--- src/design/stst_pkg.sv ---
// Shared types and constants for the software timer slot table.
package stst_pkg;

	localparam int ID_W  = 32;
	localparam int DC_W  = 6;

	localparam logic [1:0] ACT_REG   = 2'd0;
	localparam logic [1:0] ACT_UNREG = 2'd1;
	localparam logic [1:0] ACT_RANGE = 2'd2;
	localparam logic [1:0] ACT_TICK  = 2'd3;

	typedef struct packed {
		logic [1:0]      action;
		logic [ID_W-1:0] tid;
		logic [ID_W-1:0] range_top;
		logic [ID_W-1:0] period;
		logic            repeating;
		logic [ID_W-1:0] now_tick;
		logic            bad;       // rejected before any scan
	} req_t;

	typedef struct packed {
		logic [ID_W-1:0] key;
		logic [ID_W-1:0] deadline;
		logic [ID_W-1:0] period;
		logic            repeat_en;
		logic            wrapped;
		logic            dly_mark;
	} slot_t;

endpackage

--- src/design/stst_front.sv ---
// Request intake: decode of the rejection cases and a two-entry request queue.
module stst_front import stst_pkg::*; (
	input  logic            clk,
	input  logic            arst_n,
	input  logic            in_valid,
	output logic            in_ready,
	input  logic [1:0]      action,
	input  logic [ID_W-1:0] tid,
	input  logic [ID_W-1:0] range_top,
	input  logic [ID_W-1:0] period,
	input  logic            repeating,
	input  logic [ID_W-1:0] now_tick,
	output logic            req_valid,
	input  logic            req_pop,
	output req_t            req
);

	req_t       q_mem_q [2];
	logic       wp_q;
	logic       rp_q;
	logic [1:0] cnt_q;
	req_t       dec;
	logic       push;

	always_comb begin
		dec.action    = action;
		dec.tid       = tid;
		dec.range_top = range_top;
		dec.period    = period;
		dec.repeating = repeating;
		dec.now_tick  = now_tick;
		unique case (action)
			ACT_REG:   dec.bad = (tid == '0) || (period == '0);
			ACT_UNREG: dec.bad = (tid == '0);
			ACT_RANGE: dec.bad = (tid == '0) || (range_top == '0);
			default:   dec.bad = 1'b0;
		endcase
	end

	assign in_ready  = (cnt_q != 2'd2);
	assign push      = in_valid && in_ready;
	assign req_valid = (cnt_q != 2'd0);
	assign req       = q_mem_q[rp_q];

	always_ff @(posedge clk) begin
		if (push) begin
			q_mem_q[wp_q] <= dec;
		end
	end

	always_ff @(posedge clk or negedge arst_n) begin
		if (!arst_n) begin
			wp_q  <= 1'b0;
			rp_q  <= 1'b0;
			cnt_q <= 2'd0;
		end else begin
			if (push) begin
				wp_q <= ~wp_q;
			end
			if (req_pop) begin
				rp_q <= ~rp_q;
			end
			cnt_q <= cnt_q + {1'b0, push} - {1'b0, req_pop};
		end
	end

endmodule

--- src/design/stst_engine.sv ---
// Slot table engine: sequential slot scan, fire list and result register.
module stst_engine import stst_pkg::*; #(
	parameter int SLOTS = 32
) (
	input  logic            clk,
	input  logic            arst_n,
	input  logic            req_valid,
	output logic            req_pop,
	input  req_t            req,
	input  logic [ID_W-1:0] delay_lo,
	input  logic [ID_W-1:0] delay_hi,
	output logic            out_valid,
	input  logic            out_ready,
	output logic            out_status,
	output logic            out_fired,
	output logic [ID_W-1:0] out_id,
	output logic [DC_W-1:0] out_dcount,
	output logic            out_last
);

	localparam int IW = (SLOTS > 1) ? $clog2(SLOTS) : 1;
	localparam int CW = $clog2(SLOTS + 1);

	localparam logic [2:0] S_IDLE    = 3'd0;
	localparam logic [2:0] S_SCAN    = 3'd1;
	localparam logic [2:0] S_DRAIN   = 3'd2;
	localparam logic [2:0] S_FIN     = 3'd3;
	localparam logic [2:0] S_EMIT_RD = 3'd4;
	localparam logic [2:0] S_EMIT_LD = 3'd5;
	localparam logic [2:0] S_CLOSE   = 3'd6;

	slot_t           slot_mem [SLOTS];
	logic [ID_W-1:0] fire_mem [SLOTS];
	logic [SLOTS-1:0] valid_q;

	logic [2:0]      state_q;
	req_t            cur_q;
	logic [IW-1:0]   ptr_q;
	logic            twrap_q;
	logic [ID_W-1:0] prev_q;
	logic [CW-1:0]   total_q;
	logic [CW-1:0]   fcnt_q;
	logic [CW-1:0]   rd_q;
	logic            found_q;
	logic            mfound_q;
	logic [IW-1:0]   midx_q;
	logic            mdelay_q;
	logic            ffound_q;
	logic [IW-1:0]   fidx_q;
	logic            status_q;
	logic [ID_W-1:0] fid_q;

	logic            v_s1;
	logic [IW-1:0]   addr_s1;
	slot_t           raw_s1;
	logic            vld_s1;

	logic            out_valid_q;
	logic            out_status_q;
	logic            out_fired_q;
	logic [ID_W-1:0] out_id_q;
	logic [DC_W-1:0] out_dc_q;
	logic            out_last_q;

	// scan stage
	slot_t           e;
	slot_t           e_new;
	logic            s1_we;
	logic            s1_free;
	logic            s1_fire;
	logic            s1_hit_unreg;
	logic [ID_W:0]   rearm_sum;

	// final register write
	logic [ID_W:0]   reg_sum;
	logic            reg_inrange;
	logic            reg_ok;
	slot_t           reg_ent;

	logic            wr_en;
	logic [IW-1:0]   wr_addr;
	slot_t           wr_data;
	logic            rd_en;
	logic            out_free;
	logic            out_load_fire;
	logic            out_load_close;

	assign out_free = !out_valid_q || out_ready;
	assign req_pop  = (state_q == S_IDLE) && req_valid;
	assign rd_en    = (state_q == S_SCAN);

	always_comb begin
		e = vld_s1 ? raw_s1 : '0;
		if (cur_q.action == ACT_TICK && twrap_q) begin
			e.wrapped = 1'b0;
		end
		e_new        = e;
		s1_we        = 1'b0;
		s1_free      = 1'b0;
		s1_fire      = 1'b0;
		s1_hit_unreg = 1'b0;
		rearm_sum    = {1'b0, cur_q.now_tick} + {1'b0, e.period};
		if (v_s1) begin
			unique case (cur_q.action)
				ACT_TICK: begin
					s1_we = 1'b1;
					if (e.key != '0 && !e.wrapped && e.deadline <= cur_q.now_tick) begin
						s1_fire = 1'b1;
						if (e.repeat_en && e.period != '0) begin
							e_new.deadline = rearm_sum[ID_W-1:0];
							e_new.wrapped  = rearm_sum[ID_W];
						end else begin
							s1_free = 1'b1;
						end
					end
				end
				ACT_UNREG: begin
					if (!found_q && e.key == cur_q.tid) begin
						s1_hit_unreg = 1'b1;
						s1_we        = 1'b1;
						s1_free      = 1'b1;
					end
				end
				ACT_RANGE: begin
					if (e.key >= cur_q.tid && e.key <= cur_q.range_top) begin
						s1_we   = 1'b1;
						s1_free = 1'b1;
					end
				end
				default: ;
			endcase
			if (s1_free) begin
				e_new = '0;
			end
		end
	end

	always_comb begin
		reg_sum     = {1'b0, prev_q} + {1'b0, cur_q.period};
		reg_inrange = (cur_q.tid >= delay_lo) && (cur_q.tid <= delay_hi);
		reg_ok      = mfound_q || ffound_q;
		reg_ent.key       = cur_q.tid;
		reg_ent.deadline  = reg_sum[ID_W-1:0];
		reg_ent.period    = cur_q.period;
		reg_ent.repeat_en = cur_q.repeating;
		reg_ent.wrapped   = reg_sum[ID_W];
		reg_ent.dly_mark  = (mfound_q && mdelay_q) || reg_inrange;
	end

	always_comb begin
		if (state_q == S_FIN) begin
			wr_en   = (cur_q.action == ACT_REG) && reg_ok;
			wr_addr = mfound_q ? midx_q : fidx_q;
			wr_data = reg_ent;
		end else begin
			wr_en   = s1_we;
			wr_addr = addr_s1;
			wr_data = e_new;
		end
	end

	assign out_load_fire  = (state_q == S_EMIT_LD) && out_free;
	assign out_load_close = (state_q == S_CLOSE) && out_free;

	always_ff @(posedge clk) begin
		if (wr_en) begin
			slot_mem[wr_addr] <= wr_data;
		end
		if (rd_en) begin
			raw_s1 <= slot_mem[ptr_q];
		end
	end

	always_ff @(posedge clk) begin
		if (s1_fire) begin
			fire_mem[fcnt_q[IW-1:0]] <= e.key;
		end
		if (state_q == S_EMIT_RD && rd_q < fcnt_q) begin
			fid_q <= fire_mem[rd_q[IW-1:0]];
		end
	end

	always_ff @(posedge clk) begin
		if (req_pop) begin
			cur_q <= req;
		end
		if (rd_en) begin
			addr_s1 <= ptr_q;
		end
		if (out_load_fire || out_load_close) begin
			out_status_q <= out_load_fire ? 1'b0 : status_q;
			out_fired_q  <= out_load_fire;
			out_id_q     <= out_load_fire ? fid_q : '0;
			out_dc_q     <= DC_W'(total_q);
			out_last_q   <= out_load_close;
		end
	end

	always_ff @(posedge clk or negedge arst_n) begin
		if (!arst_n) begin
			state_q     <= S_IDLE;
			valid_q     <= '0;
			vld_s1      <= 1'b0;
			v_s1        <= 1'b0;
			ptr_q       <= '0;
			twrap_q     <= 1'b0;
			prev_q      <= '0;
			total_q     <= '0;
			fcnt_q      <= '0;
			rd_q        <= '0;
			found_q     <= 1'b0;
			mfound_q    <= 1'b0;
			midx_q      <= '0;
			mdelay_q    <= 1'b0;
			ffound_q    <= 1'b0;
			fidx_q      <= '0;
			status_q    <= 1'b0;
			out_valid_q <= 1'b0;
		end else begin
			v_s1 <= rd_en;
			if (rd_en) begin
				vld_s1 <= valid_q[ptr_q];
			end
			if (wr_en) begin
				valid_q[wr_addr] <= 1'b1;
			end
			if (s1_fire) begin
				fcnt_q <= fcnt_q + 1'b1;
			end
			if (s1_hit_unreg) begin
				found_q <= 1'b1;
			end
			if (s1_free && e.dly_mark && total_q != '0) begin
				total_q <= total_q - 1'b1;
			end
			if (v_s1 && cur_q.action == ACT_REG) begin
				if (!mfound_q && e.key == cur_q.tid) begin
					mfound_q <= 1'b1;
					midx_q   <= addr_s1;
					mdelay_q <= e.dly_mark;
				end
				if (!ffound_q && e.key == '0) begin
					ffound_q <= 1'b1;
					fidx_q   <= addr_s1;
				end
			end

			if (out_load_fire || out_load_close) begin
				out_valid_q <= 1'b1;
			end else if (out_ready) begin
				out_valid_q <= 1'b0;
			end

			unique case (state_q)
				S_IDLE: begin
					if (req_valid) begin
						ptr_q    <= '0;
						fcnt_q   <= '0;
						rd_q     <= '0;
						found_q  <= 1'b0;
						mfound_q <= 1'b0;
						ffound_q <= 1'b0;
						if (req.action == ACT_TICK) begin
							twrap_q <= (req.now_tick < prev_q);
							prev_q  <= req.now_tick;
							state_q <= S_SCAN;
						end else if (req.bad) begin
							status_q <= 1'b1;
							state_q  <= S_CLOSE;
						end else begin
							state_q <= S_SCAN;
						end
					end
				end
				S_SCAN: begin
					ptr_q <= ptr_q + 1'b1;
					if (ptr_q == IW'(SLOTS - 1)) begin
						state_q <= S_DRAIN;
					end
				end
				S_DRAIN: begin
					state_q <= S_FIN;
				end
				S_FIN: begin
					unique case (cur_q.action)
						ACT_REG: begin
							status_q <= !reg_ok;
							if (reg_ok && reg_inrange && !(mfound_q && mdelay_q)
								&& total_q < CW'(SLOTS)) begin
								total_q <= total_q + 1'b1;
							end
						end
						ACT_UNREG: status_q <= !found_q;
						default:   status_q <= 1'b0;
					endcase
					state_q <= (cur_q.action == ACT_TICK) ? S_EMIT_RD : S_CLOSE;
				end
				S_EMIT_RD: begin
					state_q <= (rd_q < fcnt_q) ? S_EMIT_LD : S_CLOSE;
				end
				S_EMIT_LD: begin
					if (out_free) begin
						rd_q    <= rd_q + 1'b1;
						state_q <= S_EMIT_RD;
					end
				end
				S_CLOSE: begin
					if (out_free) begin
						state_q <= S_IDLE;
					end
				end
				default: state_q <= S_IDLE;
			endcase
		end
	end

	assign out_valid  = out_valid_q;
	assign out_status = out_status_q;
	assign out_fired  = out_fired_q;
	assign out_id     = out_id_q;
	assign out_dcount = out_dc_q;
	assign out_last   = out_last_q;

`ifndef SYNTHESIS
	a_s1_in_scan: assert property (@(posedge clk) disable iff (!arst_n)
		v_s1 |-> (state_q == S_SCAN || state_q == S_DRAIN))
		else $error("scan stage active outside scan");
	a_fcnt_max: assert property (@(posedge clk) disable iff (!arst_n)
		fcnt_q <= CW'(SLOTS))
		else $error("fire list overflow");
	a_total_max: assert property (@(posedge clk) disable iff (!arst_n)
		total_q <= CW'(SLOTS))
		else $error("delay count above slot count");
	a_emit_bound: assert property (@(posedge clk) disable iff (!arst_n)
		(state_q == S_EMIT_LD) |-> (rd_q < fcnt_q))
		else $error("emit past fire list");
`endif

endmodule

--- src/design/software_timer_slot_table_top.sv ---
// Top level of the software timer slot table.
//
// Requests come in on s_axis (tvalid/tready/tdata); each request is one of
// register, unregister, range unregister or tick. Results leave on m_axis:
// tdata carries status, fired id and the live delay-entry count, tuser is
// the fired flag and tlast marks the closing result of a request. A tick
// gives one result per expired slot in slot order, then a closing result;
// every other request gives one result.
// Delay-range bounds are written through cfg_we/cfg_index/cfg_wdata
// (index 0 low bound, index 1 high bound); the user must write them only
// while the block is idle, which the block itself does not enforce.
// A two-entry request queue decouples intake from the engine, which walks
// the slot memory one slot per cycle. Register, unregister, range and tick
// requests scan every slot before their result; a tick then gives its
// fired results before the closing one. The engine takes the next request
// once the closing result is loaded, so requests do not overlap; the slot
// memory scan bounds the request rate. Rejected requests skip the scan.
// The result register lets the engine finish its work while the receiver
// stalls; the engine then waits with the next result.
// Reset clears the slot valid bits, tick count, delay count and bounds.
module software_timer_slot_table_top import stst_pkg::*; #(
	parameter int SLOTS = 32
) (
	input  logic         clk,
	input  logic         arst_n,
	input  logic         s_axis_tvalid,
	output logic         s_axis_tready,
	// action[1:0], tid[33:2], range_top[65:34], period[97:66],
	// repeating[98], now_tick[130:99], zero fill
	input  logic [135:0] s_axis_tdata,
	output logic         m_axis_tvalid,
	input  logic         m_axis_tready,
	// status[0], fired_id[32:1], delay_count[38:33], zero fill
	output logic [39:0]  m_axis_tdata,
	// fired[0]
	output logic         m_axis_tuser,
	output logic         m_axis_tlast,
	input  logic         cfg_we,
	input  logic         cfg_index,
	input  logic [31:0]  cfg_wdata
);

	localparam logic CFG_DELAY_LO = 1'b0;
	localparam logic CFG_DELAY_HI = 1'b1;

	logic [ID_W-1:0] delay_lo_q;
	logic [ID_W-1:0] delay_hi_q;
	logic            req_valid;
	logic            req_pop;
	req_t            req;
	logic            status;
	logic [ID_W-1:0] fired_id;
	logic [DC_W-1:0] dcount;

	always_ff @(posedge clk or negedge arst_n) begin
		if (!arst_n) begin
			delay_lo_q <= '0;
			delay_hi_q <= '0;
		end else if (cfg_we) begin
			unique case (cfg_index)
				CFG_DELAY_LO: delay_lo_q <= cfg_wdata;
				CFG_DELAY_HI: delay_hi_q <= cfg_wdata;
				default: ;
			endcase
		end
	end

	stst_front u_front (
		.clk       (clk),
		.arst_n    (arst_n),
		.in_valid  (s_axis_tvalid),
		.in_ready  (s_axis_tready),
		.action    (s_axis_tdata[1:0]),
		.tid       (s_axis_tdata[33:2]),
		.range_top (s_axis_tdata[65:34]),
		.period    (s_axis_tdata[97:66]),
		.repeating (s_axis_tdata[98]),
		.now_tick  (s_axis_tdata[130:99]),
		.req_valid (req_valid),
		.req_pop   (req_pop),
		.req       (req)
	);

	stst_engine #(.SLOTS(SLOTS)) u_engine (
		.clk        (clk),
		.arst_n     (arst_n),
		.req_valid  (req_valid),
		.req_pop    (req_pop),
		.req        (req),
		.delay_lo   (delay_lo_q),
		.delay_hi   (delay_hi_q),
		.out_valid  (m_axis_tvalid),
		.out_ready  (m_axis_tready),
		.out_status (status),
		.out_fired  (m_axis_tuser),
		.out_id     (fired_id),
		.out_dcount (dcount),
		.out_last   (m_axis_tlast)
	);

	assign m_axis_tdata = {1'b0, dcount, fired_id, status};

endmodule

--- config.mk ---
export PLATFORM = sky130hd
export DESIGN_NAME = software_timer_slot_table_top
export DESIGN_NICKNAME = d
export VERILOG_FILES = /design/src/design/stst_pkg.sv /design/src/design/stst_front.sv /design/src/design/stst_engine.sv /design/src/design/software_timer_slot_table_top.sv
export SDC_FILE = /design/constraint.sdc
export NUM_CORES = 2
export LEC_CHECK = 0
export BUFFER_PORTS_ARGS = -buffer_cell sky130_fd_sc_hd__buf_4
export CORE_ASPECT_RATIO = 1.25
export CORE_MARGIN = 1.5
export CORE_UTILIZATION = 55
export CTS_CLUSTER_SIZE = 30
export DETAILED_ROUTE_END_ITERATION = 10
export PLACE_DENSITY_LB_ADDON = 0.2
export SLEW_MARGIN = 40
export SYNTH_ARGS = -nofsm -noshare
export SYNTH_HDL_FRONTEND = slang
export SYNTH_MEMORY_MAX_BITS = 65536
export SYNTH_SLANG_ARGS = --single-unit
export TNS_END_PERCENT = 30
--- constraint.sdc ---
create_clock -name clk -period 8.35 [get_ports clk]
set_input_delay 0.4175 -clock clk [delete_from_list [all_inputs] [get_ports clk]]
set_output_delay 0.4175 -clock clk [all_outputs]
set_load 0.01 [all_outputs]
==> results_dict.tcl <==
set metrics [dict create \
    vias 97000 \
    fin_ws_ps 1970 \
    clock.fmax_mhz 157 \
    yosys_warnings 0 \
    synth_fp_nets 9395 \
    synth_cell_type_count 82 \
    fin_nets 10200 \
    worst-slew-pin-transition_ps 964 \
    grt_pass1_wl_um 736000 \
    required_ps 8960 \
    area_growth_pct 14.8 \
    ant_nets 0 \
    dr.pass1.iters 8 \
    clock_latency_ps 1030 \
    dieArea_um2 358000 \
    maxSlewHeadroom_pct 35.2 \
    leakagePower_nw 73.7 \
    report.final.slew_viol_count 0 \
    min_path_type "in2reg" \
    htree_levels 5 \
    grt_overflow 0 \
    gp_congestion 0.917 \
    outcome "completed" \
    final-hold-violation-count 0 \
    root_buffer "clkbuf_16" \
    fill_cells 23100 \
    peakVddDrop_mv 0.301 \
    post-place-ws_ps 2190 \
    clk_pin_slew_ps 70 \
    synth_area_leader_cell "edfxtp_1" \
    setup_viol_count_final 0 \
    avgViaCountPerCell 6.54 \
    io_pins 218 \
    fin_skew_ps 73.1 \
    syn-mean-instance-area_um2 21.8 \
    maxCapViolCount 0 \
    dp_cells 13800 \
    netlist_area_um2 195000 \
    drive_gt1_share_pct 30.5 \
    start_kind "flop" \
    endpoint_kind "flop" \
    rsz0062_at_grt "no" \
    antenna_found_initial 22 \
    grt_pass1_vias 99300 \
    yosys-top-cells-area "edfxtp_1 (73%), mux4_2 (15%), dfrtp_1 (2.3%)" \
    initial_utilization_pct 55.3 \
    clock-sinks 4941 \
    total_power_w 0.0683 \
    cts_buffer_depth 4 \
    synth-edff-count 4764 \
    seq_area_frac_synth_pct 75.6 \
    drt_iter0_drc 12400 \
    core-area_um2 353000 \
    port_buffers 211 \
    num_rows 244 \
    grt_use_total_pct 29.3 \
    fin_util_pct 63.5 \
    wl_per_cell_um 35.2 \
    cts_made_buffers 454 \
    dpl.hpwl_um 309000 \
    crit_type "reg2reg" \
    cp.arrival_ps 6990 \
    worstPathMaxFanout 37 \
    yosys-top-cells-count "edfxtp_1 (4764), mux4_2 (1320), mux2_2 (305)" \
    synth_most_common_cell "edfxtp_1" \
    ys_async_sr_fraction_pct 3.58 \
    routed_wl_um 522000 \
    post_cts_buffers 0 \
    fin_crit_sh_pct 76.4 \
    finalNonFillerCells 14800 \
    route.detailed.drc 0 \
    synth_top_flop_cell "edfxtp_1" \
    period_needed_ps 6380 \
    ys_seq_elements 4941 \
    syn_inst 8951 \
    synth_top_area_share_pct 73.3 \
    powerDensity_nw_per_um2 305 \
    die_height_um 669 \
    grt_max_degree 127 \
    cts_tree "done" \
    die_w_um 536 \
]
[metal layers]
metal  part of all wire [%]  vias up  global-route usage (%)  wire length, um
li1                       -    39100                       -                -
met1                     37    52100                    38.4           191000
met2                     51     4850                    49.7           267000
met3                    7.6      935                    4.04            39400
met4                    4.7        6                    12.3            24300
met5                 0.0065        -                       0               34
[cells by family after synthesis]
| group | count (synthesis) | share of synthesized area [%] |
|---|---|---|
| buffers and inverters | 642 | 1.25 |
| AND/OR/NAND/NOR | 766 | 1.96 |
| flip-flops | 4941 | 75.6 |
| multiplexers | 1640 | 17.1 |
| adder cells (fa/ha/maj) | 271 | 1.74 |
| other | 1 | 0.00192 |
| XOR/XNOR | 63 | 0.283 |
| AO/OA/AOI/OAI | 627 | 2.13 |
[worst max-delay path: stages, from the launching register on]
cell       delay (ps)
dfrtp_4           660
and2_1            500
ha_1              340
a21o_2            230
a2111oi_0         540
o31ai_1           260
a2111o_1          510
o21ai_2           300
a221oi_1          200
o32ai_4           510
nand3_1           570
nor2_4            810
buf_12            400
[through the flow]
stage               setup TNS (ps)  cell area, um^2  hold slack, ps
floorplan                 -1887760           195000             122
global placement                 0           205000             453
detailed placement               0           207000             460
CTS                              0           224000            21.9
global route                     0           224000             111
finish                           0           224000            89.0
[worst paths after layout]
kind / startpoint / endpoint / slack (ps) / cells after the start
max: u_engine.vld_s1$_DFFE_PN0P_ / u_engine.slot_mem[18][13]$_DFFE_PP_ / 1970 / 12
min reg2reg: u_engine.valid_q[25]$_DFFE_PN0N_ / u_engine.valid_q[25]$_DFFE_PN0N_ / 480 / 1
max in group asynchronous: arst_n / u_engine.rd_q[1]$_DFFE_PN0P_ / 6530 / 4
max reg2reg: u_engine.vld_s1$_DFFE_PN0P_ / u_engine.slot_mem[18][13]$_DFFE_PP_ / 1970 / 12
min: cfg_index / delay_lo_q[27]$_DFFE_PN0P_ / 90 / 4
min in group asynchronous: arst_n / u_front.cnt_q[1]$_DFF_PN0_ / 570 / 3
[power by group]
part / leakage [nW] / switching [W] / internal [W]
Clock: 7.38 / 0.00920 / 0.0120
Sequential: 47.2 / 0.00107 / 0.0308
Combinational: 19.2 / 0.00902 / 0.00614
Total: 73.7 / 0.0193 / 0.0490
[cell usage in the layout (no fill, tap or decap), types with 57 or more instances in the layout]
master,instances
a21o_1,62
a21oi_1,122
and2_1,125
buf_12,97
buf_4,400
bufinv_16,57
clkbuf_1,82
clkbuf_16,459
clkinv_1,82
clkinv_2,83
dfrtp_1,165
dlygate4sd3_1,168
edfxtp_1,4764
ha_1,268
inv_1,227
mux2_2,305
mux4_2,1320
nand2_1,205
nor2_1,97
nor2_4,67
o21ai_0,138
[layout make-up]
type,instances,area (um^2),share of cell area (%)
antenna,16,40.0,0.0179
clock buffer,556,12000,5.35
clock inverter,286,3220,1.44
inverter,230,868,0.387
multi-input combinational,3368,46200,20.6
sequential,4941,148000,65.8
tap,4674,5850,2.61
timing repair buffer,749,8420,3.75
[registers in the layout, summed over array words and instances (netlist names), 32 cells and up]
name	flops
delay_hi_q	32
delay_lo_q	32
u_engine.cur_q	131
u_engine.fid_q	32
u_engine.fire_mem	1024
u_engine.out_id	32
u_engine.prev_q	32
u_engine.raw_s1	99
u_engine.slot_mem	3168
u_engine.valid_q	32
u_front.q_mem_q	264
[repair_timing]
action                                  CTS  global route
endpoints found under the hold margin   410             0
gates resized for setup                   0             0
endpoints found under the setup margin    0             0
hold buffers                            168             0
(Power assumes the default switching activity.)
